===== src/rtl/bsmm_pkg.sv =====
// shared types and constants for the bank-switched memory mapper
package bsmm_pkg;

  typedef enum logic [2:0] {
    MODE_MEM_RD = 3'd0,
    MODE_MEM_WR = 3'd1,
    MODE_IO_RD  = 3'd2,
    MODE_IO_WR  = 3'd3,
    MODE_DMA_RD = 3'd4,
    MODE_DMA_WR = 3'd5
  } mode_t;

  typedef enum logic [3:0] {
    RG_NONE  = 4'd0,
    RG_RAM   = 4'd1,
    RG_VRAM  = 4'd2,
    RG_TVRAM = 4'd3,
    RG_PCG   = 4'd4,
    RG_IPL   = 4'd5,
    RG_KANJI = 4'd6,
    RG_DIC   = 4'd7,
    RG_EXT   = 4'd8,
    RG_CRTC  = 4'd9
  } region_t;

  typedef enum logic [1:0] {
    LCM_IPL   = 2'd0,
    LCM_PCG   = 2'd1,
    LCM_KANJI = 2'd2
  } lcm_t;

  typedef struct packed {
    logic [5:0] window_base;
    logic [7:0] vram_ctl;
    logic [7:0] dict_bank;
    logic [7:0] font_bank;
    logic [1:0] vram_plane;
    logic       text_remap;
    logic [1:0] low_char_mode;
  } bsmm_state_t;

  localparam int unsigned ADDR_W   = 24;
  localparam int unsigned OFFSET_W = 23;
  localparam int unsigned PORT_W   = 15;

  localparam logic [PORT_W-1:0] PORT_WINDOW = 15'h008c;
  localparam logic [PORT_W-1:0] PORT_VRAM   = 15'h008d;
  localparam logic [PORT_W-1:0] PORT_DICT   = 15'h00ce;
  localparam logic [PORT_W-1:0] PORT_KANJI  = 15'h0274;

  localparam logic [5:0] WINDOW_TAG = 6'h02;
  localparam logic [6:0] CRTC_TAG   = 7'h06;
  localparam logic [5:0] WINDOW_RST = 6'h02;

  localparam logic [ADDR_W-1:0] VRAM_START  = 24'h0c0000;
  localparam logic [ADDR_W-1:0] DIC_START   = 24'h0e0000;
  localparam logic [ADDR_W-1:0] LOW_START   = 24'h0f0000;
  localparam logic [ADDR_W-1:0] PCG_START   = 24'h0f1000;
  localparam logic [ADDR_W-1:0] TVRAM_START = 24'h0f4000;
  localparam logic [ADDR_W-1:0] IPL_START   = 24'h0f8000;
  localparam logic [ADDR_W-1:0] GAP_START   = 24'h100000;
  localparam logic [ADDR_W-1:0] EXT_START   = 24'h200000;
  localparam logic [ADDR_W-1:0] EXT_END     = 24'h800000;
  localparam logic [ADDR_W-1:0] HIGH_IPL    = 24'hff0000;

  localparam logic [7:0] IO_UNMAPPED = 8'hff;

endpackage


===== src/rtl/bsmm_regs.sv =====
// i/o register file: window, vram, dictionary and kanji bank registers
module bsmm_regs (
  input  logic                           clk,
  input  logic                           rst_n,
  input  logic                           wr_en,
  input  logic [bsmm_pkg::PORT_W-1:0]    port,
  input  logic [7:0]                     wr_data,
  output bsmm_pkg::bsmm_state_t          state,
  output logic [7:0]                     rd_data
);

  bsmm_pkg::bsmm_state_t state_r, state_nxt;

  always_comb begin
    state_nxt = state_r;
    if (wr_en) begin
      priority if (port == bsmm_pkg::PORT_WINDOW) begin
        state_nxt.window_base = wr_data[5:0];
      end else if (port == bsmm_pkg::PORT_VRAM) begin
        state_nxt.vram_ctl = wr_data;
        if (wr_data == 8'd0) begin
          state_nxt.text_remap    = 1'b1;
          state_nxt.low_char_mode = state_r.font_bank[7] ? bsmm_pkg::LCM_KANJI
                                                         : bsmm_pkg::LCM_PCG;
        end else if (wr_data[7:2] == 6'd1) begin
          state_nxt.vram_plane = wr_data[1:0];
        end
      end else if (port == bsmm_pkg::PORT_DICT) begin
        state_nxt.dict_bank = wr_data;
      end else if (port == bsmm_pkg::PORT_KANJI) begin
        state_nxt.font_bank     = wr_data;
        state_nxt.low_char_mode = wr_data[7] ? bsmm_pkg::LCM_KANJI : bsmm_pkg::LCM_PCG;
      end else begin
        state_nxt = state_r;
      end
    end
  end

  always_ff @(posedge clk) begin
    if (!rst_n) begin
      state_r.window_base   <= bsmm_pkg::WINDOW_RST;
      state_r.vram_ctl      <= 8'd0;
      state_r.dict_bank     <= 8'd0;
      state_r.font_bank     <= 8'd0;
      state_r.vram_plane    <= 2'd0;
      state_r.text_remap    <= 1'b0;
      state_r.low_char_mode <= bsmm_pkg::LCM_IPL;
    end else begin
      state_r <= state_nxt;
    end
  end

  always_comb begin
    priority if (port == bsmm_pkg::PORT_WINDOW) begin
      rd_data = {2'b00, state_r.window_base};
    end else if (port == bsmm_pkg::PORT_VRAM) begin
      rd_data = state_r.vram_ctl;
    end else if (port == bsmm_pkg::PORT_DICT) begin
      rd_data = state_r.dict_bank;
    end else if (port == bsmm_pkg::PORT_KANJI) begin
      rd_data = state_r.font_bank;
    end else begin
      rd_data = bsmm_pkg::IO_UNMAPPED;
    end
  end

  assign state = state_r;

endmodule


===== src/rtl/bsmm_decode.sv =====
// address decoder: window redirect, crtc hole and region/offset lookup
module bsmm_decode (
  input  logic [2:0]                      mode,
  input  logic [bsmm_pkg::ADDR_W-1:0]     address,
  input  bsmm_pkg::bsmm_state_t           state,
  output logic [3:0]                      region,
  output logic [bsmm_pkg::OFFSET_W-1:0]   region_offset
);

  logic                          is_cpu;
  logic                          is_dma;
  logic                          wr;
  logic                          rd_alt;
  logic                          crtc;
  logic [bsmm_pkg::ADDR_W-1:0]   a;
  bsmm_pkg::region_t             rg;
  logic [bsmm_pkg::OFFSET_W-1:0] off;

  always_comb begin
    is_cpu = (mode == bsmm_pkg::MODE_MEM_RD) || (mode == bsmm_pkg::MODE_MEM_WR);
    is_dma = (mode == bsmm_pkg::MODE_DMA_RD) || (mode == bsmm_pkg::MODE_DMA_WR);
    wr     = (mode == bsmm_pkg::MODE_MEM_WR) || (mode == bsmm_pkg::MODE_DMA_WR);
    rd_alt = wr || state.text_remap;
    a      = address;
    if (is_cpu && (address[23:18] == bsmm_pkg::WINDOW_TAG)) begin
      a = {state.window_base, address[17:0]};
    end
    crtc = is_cpu && (address[23:17] == bsmm_pkg::CRTC_TAG) && (state.vram_ctl == 8'd0);

    rg  = bsmm_pkg::RG_NONE;
    off = '0;
    priority if (crtc) begin
      rg  = bsmm_pkg::RG_CRTC;
      off = address[bsmm_pkg::OFFSET_W-1:0];
    end else if (!(is_cpu || is_dma)) begin
      rg  = bsmm_pkg::RG_NONE;
    end else if (a < bsmm_pkg::VRAM_START) begin
      rg  = bsmm_pkg::RG_RAM;
      off = a[bsmm_pkg::OFFSET_W-1:0];
    end else if (a < bsmm_pkg::DIC_START) begin
      rg  = bsmm_pkg::RG_VRAM;
      off = 23'({state.vram_plane, a[16:0]});
    end else if (a < bsmm_pkg::LOW_START) begin
      if (!wr) begin
        rg  = bsmm_pkg::RG_DIC;
        off = 23'({state.dict_bank[4:3], a[15:0]});
      end
    end else if (a < bsmm_pkg::PCG_START) begin
      if (state.low_char_mode == bsmm_pkg::LCM_KANJI) begin
        if (!wr) begin
          rg  = bsmm_pkg::RG_KANJI;
          off = 23'({state.font_bank[6:0], a[11:0]});
        end
      end else if (wr || (state.low_char_mode == bsmm_pkg::LCM_PCG)) begin
        rg  = bsmm_pkg::RG_PCG;
        off = 23'(a[15:0]);
      end else begin
        rg  = bsmm_pkg::RG_IPL;
        off = 23'(a[15:0]);
      end
    end else if (a < bsmm_pkg::TVRAM_START) begin
      rg  = rd_alt ? bsmm_pkg::RG_PCG : bsmm_pkg::RG_IPL;
      off = 23'(a[15:0]);
    end else if (a < bsmm_pkg::IPL_START) begin
      if (rd_alt) begin
        rg  = bsmm_pkg::RG_TVRAM;
        off = 23'(a[12:0]);
      end else begin
        rg  = bsmm_pkg::RG_IPL;
        off = 23'(a[15:0]);
      end
    end else if (a < bsmm_pkg::GAP_START) begin
      if (!wr) begin
        rg  = bsmm_pkg::RG_IPL;
        off = 23'(a[15:0]);
      end
    end else if (a < bsmm_pkg::EXT_START) begin
      rg  = bsmm_pkg::RG_NONE;
    end else if (a < bsmm_pkg::EXT_END) begin
      rg  = bsmm_pkg::RG_EXT;
      off = 23'(a - bsmm_pkg::EXT_START);
    end else if (a >= bsmm_pkg::HIGH_IPL) begin
      if (!wr) begin
        rg  = bsmm_pkg::RG_IPL;
        off = 23'(a[15:0]);
      end
    end else begin
      rg  = bsmm_pkg::RG_NONE;
    end
  end

  assign region        = rg;
  assign region_offset = off;

endmodule


===== src/rtl/bank_switched_memory_mapper_top.sv =====
// top level: input register, decode and i/o registers, output register
// throughput: one transaction per cycle while out_tready holds, set by the input and output registers
// an i/o write updates the registers as it moves to the output register,
// so the next transaction already decodes against the new values
// reset: synchronous active-low rst_n empties both stages and restores registers
module bank_switched_memory_mapper_top (
  input  logic        clk,
  input  logic        rst_n,
  input  logic        in_tvalid,
  output logic        in_tready,
  input  logic [39:0] in_tdata,   // mode[2:0], address[26:3], write_data[34:27], zero[39:35]
  output logic        out_tvalid,
  input  logic        out_tready,
  output logic [39:0] out_tdata   // region[3:0], region_offset[26:4], io_read_data[34:27], zero[39:35]
);

  logic                           s1_valid_r;
  logic [2:0]                     s1_mode_r;
  logic [bsmm_pkg::ADDR_W-1:0]    s1_addr_r;
  logic [7:0]                     s1_data_r;

  logic                           out_valid_r;
  logic [3:0]                     out_region_r;
  logic [bsmm_pkg::OFFSET_W-1:0]  out_offset_r;
  logic [7:0]                     out_iod_r;

  logic                           adv;
  logic                           io_wr;
  logic                           io_rd;
  bsmm_pkg::bsmm_state_t          state;
  logic [7:0]                     rd_data;
  logic [3:0]                     dec_region;
  logic [bsmm_pkg::OFFSET_W-1:0]  dec_offset;

  assign adv       = s1_valid_r && (!out_valid_r || out_tready);
  assign in_tready = !s1_valid_r || adv;
  assign io_wr     = (s1_mode_r == bsmm_pkg::MODE_IO_WR);
  assign io_rd     = (s1_mode_r == bsmm_pkg::MODE_IO_RD);

  bsmm_regs u_regs (
    .clk     (clk),
    .rst_n   (rst_n),
    .wr_en   (adv && io_wr),
    .port    (s1_addr_r[bsmm_pkg::PORT_W-1:0]),
    .wr_data (s1_data_r),
    .state   (state),
    .rd_data (rd_data)
  );

  bsmm_decode u_decode (
    .mode          (s1_mode_r),
    .address       (s1_addr_r),
    .state         (state),
    .region        (dec_region),
    .region_offset (dec_offset)
  );

  always_ff @(posedge clk) begin
    if (!rst_n) begin
      s1_valid_r <= 1'b0;
    end else if (in_tready) begin
      s1_valid_r <= in_tvalid;
    end
  end

  always_ff @(posedge clk) begin
    if (in_tready && in_tvalid) begin
      s1_mode_r <= in_tdata[2:0];
      s1_addr_r <= in_tdata[26:3];
      s1_data_r <= in_tdata[34:27];
    end
  end

  always_ff @(posedge clk) begin
    if (!rst_n) begin
      out_valid_r <= 1'b0;
    end else if (!out_valid_r || out_tready) begin
      out_valid_r <= s1_valid_r;
    end
  end

  always_ff @(posedge clk) begin
    if (adv) begin
      out_region_r <= dec_region;
      out_offset_r <= dec_offset;
      out_iod_r    <= io_rd ? rd_data : 8'd0;
    end
  end

  assign out_tvalid = out_valid_r;
  assign out_tdata  = {5'd0, out_iod_r, out_offset_r, out_region_r};

endmodule


===== config.mk =====
export PLATFORM = sky130hd
export DESIGN_NAME = bank_switched_memory_mapper_top
export DESIGN_NICKNAME = d
export VERILOG_FILES = /design/src/rtl/bsmm_pkg.sv /design/src/rtl/bsmm_regs.sv /design/src/rtl/bsmm_decode.sv /design/src/rtl/bank_switched_memory_mapper_top.sv
export SDC_FILE = /design/constraint.sdc
export NUM_CORES = 1
export LEC_CHECK = 0
export BUFFER_PORTS_ARGS = -buffer_cell sky130_fd_sc_hd__buf_2
export CAP_MARGIN = 20
export CORE_ASPECT_RATIO = 1.1
export CORE_UTILIZATION = 60
export DETAILED_ROUTE_END_ITERATION = 7
export HOLD_SLACK_MARGIN = 0.12
export PLACE_DENSITY = 0.85
export SKIP_LAST_GASP = 1
export SYNTH_ARGS = -nofsm -noshare
export SYNTH_HDL_FRONTEND = slang
export SYNTH_SLANG_ARGS = --single-unit

===== constraint.sdc =====
create_clock -name clk -period 4.9 [get_ports clk]
set_input_delay 0.735 -clock clk [delete_from_list [all_inputs] [get_ports clk]]
set_output_delay 0.735 -clock clk [all_outputs]
set_load 0.005 [all_outputs]

==> impl_metrics.py <==
metrics = {
    "floorplanning": {
        "die_x_um": 89.1,
        "start_util_pct": 62.6,
        "die_h_um": 97.8,
        "die_area_sq_um": 8720,
        "core_sq_um": 8000,
        "pin_count": 86,
        "num_rows": 34,
    },
    "layout": {
        "final_nets": 555,
        "num_antenna_cells": 0,
        "final_cell_mix": "buf_2 (75), edfxtp_1 (70), dfxtp_1 (37)",
        "layout_commonest_cell": "buf_2",
        "area_growth_pct": 12.5,
        "seq_area_sq_um": 2840,
        "post-route-util_pct": 70.5,
        "fillers": 616,
        "drive_above_1_share_pct": 22.5,
        "multi_input_area_sq_um": 2020,
    },
    "clock_tree": {
        "clock_latency_ns": 0.37,
        "cts_root_buf": "clkbuf_8",
        "clk_path_buf_depth": 2,
        "cts_made_buffers": 9,
        "cts_setup_buffers": 0,
        "clkTransAtPathRegs_ns": 0.11,
        "cts_tree": "done",
        "cts-htree-levels": 3,
        "post_cts_resized": 0,
        "cts_hold_buf": 0,
        "cts_sinks": 107,
    },
    "routing": {
        "firstDrtPassIters": 5,
        "routed_wl_um": 11800,
        "vias_per_cell": 6.22,
        "avgRoutedWirePerCell_um": 18.8,
        "ant_nets": 0,
        "num_vias": 3880,
        "first_iter_violations": 386,
        "route.detailed.drc": 0,
    },
    "global_route": {
        "first_global_vias": 3643,
        "grt-ovfl-total": 0,
        "grt_pass1_wl_um": 18700,
        "track_usage_pct": 28.8,
        "grt_start_max_net_pins": 38,
        "antenna_found_initial": 0,
    },
    "placement": {
        "numPortBuffers": 75,
        "dp_hpwl_um": 8480,
        "place_congestion": 0.911,
    },
    "logic_synthesis": {
        "synth_async_sr_flop_share_pct": 0,
        "synth_edf_count": 70,
        "ys_seq_area_share_pct": 56.7,
        "synth.distinct_cells": 64,
        "syn_area_sq_um": 5010,
        "ys_warn_count": 0,
        "syn_avg_cell_area_sq_um": 11.4,
        "yosys_most_used_dff": "edfxtp_1",
        "synthCells": 440,
        "ys_seq_elements": 107,
    },
    "sta": {
        "finalSetupTns_ns": 0,
        "finalCriticalPeriod_ns": 3.13,
        "period_share_pct": 63.9,
        "slew_viol_final": 0,
        "finalHoldViolations": 0,
        "rsz0062_at_grt": "false",
        "fmaxAchievable_ghz": 0.319,
        "finClkSkew_ns": 0.0132,
        "setup_viol": 0,
        "max_slew.worst_pin.slew_ns": 0.905,
        "relSlewSlack_pct": 39.4,
    },
    "setup_path": {
        "cp.required_ns": 5.09,
        "critPathLaunchType": "flip-flop",
        "r2r-start": "s1_addr_r[20]",
        "r2r_slack_ns": 1.77,
        "cp-end-kind": "flip-flop",
        "path_class": "reg2reg",
        "r2r.worst_path.cells": 6,
        "crit_fanout": 12,
        "worstPathArrival_ns": 3.33,
        "cp-startpoint": "s1_addr_r[20]",
        "cp-endpoint": "out_offset_r[1]",
        "reg2reg_to": "out_offset_r[1]",
    },
    "flow_run": {
        "drv_cap": 0,
    },
    "worst_hold_path": {
        "hold_path_class": "in2reg",
    },
    "pwr": {
        "power.density_nw_per_um2": 294,
        "p_leak_nw": 1.94,
        "max-vdd-ir-drop_mv": 0.155,
    },
    "run_status": {
        "status": "complete, no violations",
    },
}
cells by family after synthesis:
kind of cell | count (synthesis) | synth area share, %
flip-flops | 107 | 56.7
AO/OA/AOI/OAI | 113 | 15.7
buffers and inverters | 34 | 3.40
other | 1 | 0.0749
multiplexers | 32 | 6.39
AND/OR/NAND/NOR | 153 | 17.7
worst max-delay path, stage by stage (launching register included):
cell and delay [ns]:
edfxtp_1 0.51, nor4_4 0.61, a41oi_2 0.42, nor3_1 0.46
a21oi_1 0.16, a22o_1 0.46, a211oi_1 0.32
layer usage:
metal | up-vias | part of all wire (%) | global-route usage [%]
met4 | 0 | 2.2 | 9.04
met5 | - | 0 | 0
met1 | 1850 | 44 | 41.7
li1 | 1803 | - | -
met2 | 200 | 46 | 43.8
met3 | 27 | 7.3 | 5.58
layout make-up:
cell class                 count  area share (%)
clock buffer                   9            2.20
clock inverter                 7            1.11
inverter                       9           0.599
multi-input combinational    303            35.8
sequential                   107            50.4
tap                          108            2.40
timing repair buffer          81            7.46
worst min-delay path by stage:
stage / from / endpoint / slack [ns] / depth (start not counted)
floorplan: u_regs.state[2] / u_regs.state[2] / 0.46 / 1
global placement: u_regs.state[18] / u_regs.state[18] / 0.50 / 2
detailed placement: u_regs.state[18] / u_regs.state[18] / 0.51 / 2
CTS: in_tdata[29] / s1_data_r[2] / 0.52 / 1
global route: in_tdata[29] / s1_data_r[2] / 0.50 / 1
finish: in_tdata[32] / s1_data_r[5] / 0.53 / 1
state kept, by name, indices dropped and copies added, names as in the netlist:
name and flops:
u_regs.state 35, s1_addr_r 24, out_offset_r 23, out_iod_r 8, s1_data_r 8, out_region_r 4
s1_mode_r 3, out_tvalid 1, s1_valid_r 1
Yosys cell counts (5+ instances only):
cell type / count / share of area [%]
buf_4: 6 / 0.90
a21oi_1: 22 / 2.2
edfxtp_1: 70 / 42
nor4_1: 9 / 1.1
nor3_1: 10 / 1.0
nand3_1: 7 / 0.70
nand2b_1: 6 / 0.75
nor2_1: 17 / 1.3
nor2b_1: 36 / 4.5
a21oi_2: 10 / 1.7
inv_1: 8 / 0.60
a31oi_1: 8 / 1.0
clkbuf_1: 13 / 0.97
dfxtp_1: 37 / 15
mux2i_1: 32 / 6.4
o21ai_1: 11 / 1.1
nor3b_1: 5 / 0.75
o21ai_0: 15 / 1.5
nand2_1: 29 / 2.2
a21boi_0: 7 / 1.0
stage by stage:
stage          cells  total power [mW]  area [sq um]  setup WS [ns]  hold slack [ns]
2_1_floorplan    444              1.12          5020           2.44            0.464
3_3_place_gp     608              1.17          5450           1.88            0.498
3_5_place_dp     608              1.17          5450           1.88            0.506
4_1_cts          624              1.66          5640           1.83            0.522
5_1_grt          624              1.72          5640           1.60            0.505
6_report         624              1.66          5640           1.77            0.526
where the power goes:
group | leakage, nW | switching, mW | internal, mW | total [mW]
combinational | 0.882 | 0.0737 | 0.0498 | 0.123
clock | 0.0910 | 0.313 | 0.194 | 0.507
sequential | 0.965 | 0.0294 | 0.999 | 1.03
total | 1.94 | 0.416 | 1.24 | 1.66
Note: power is estimated with default switching activity, not from simulation.
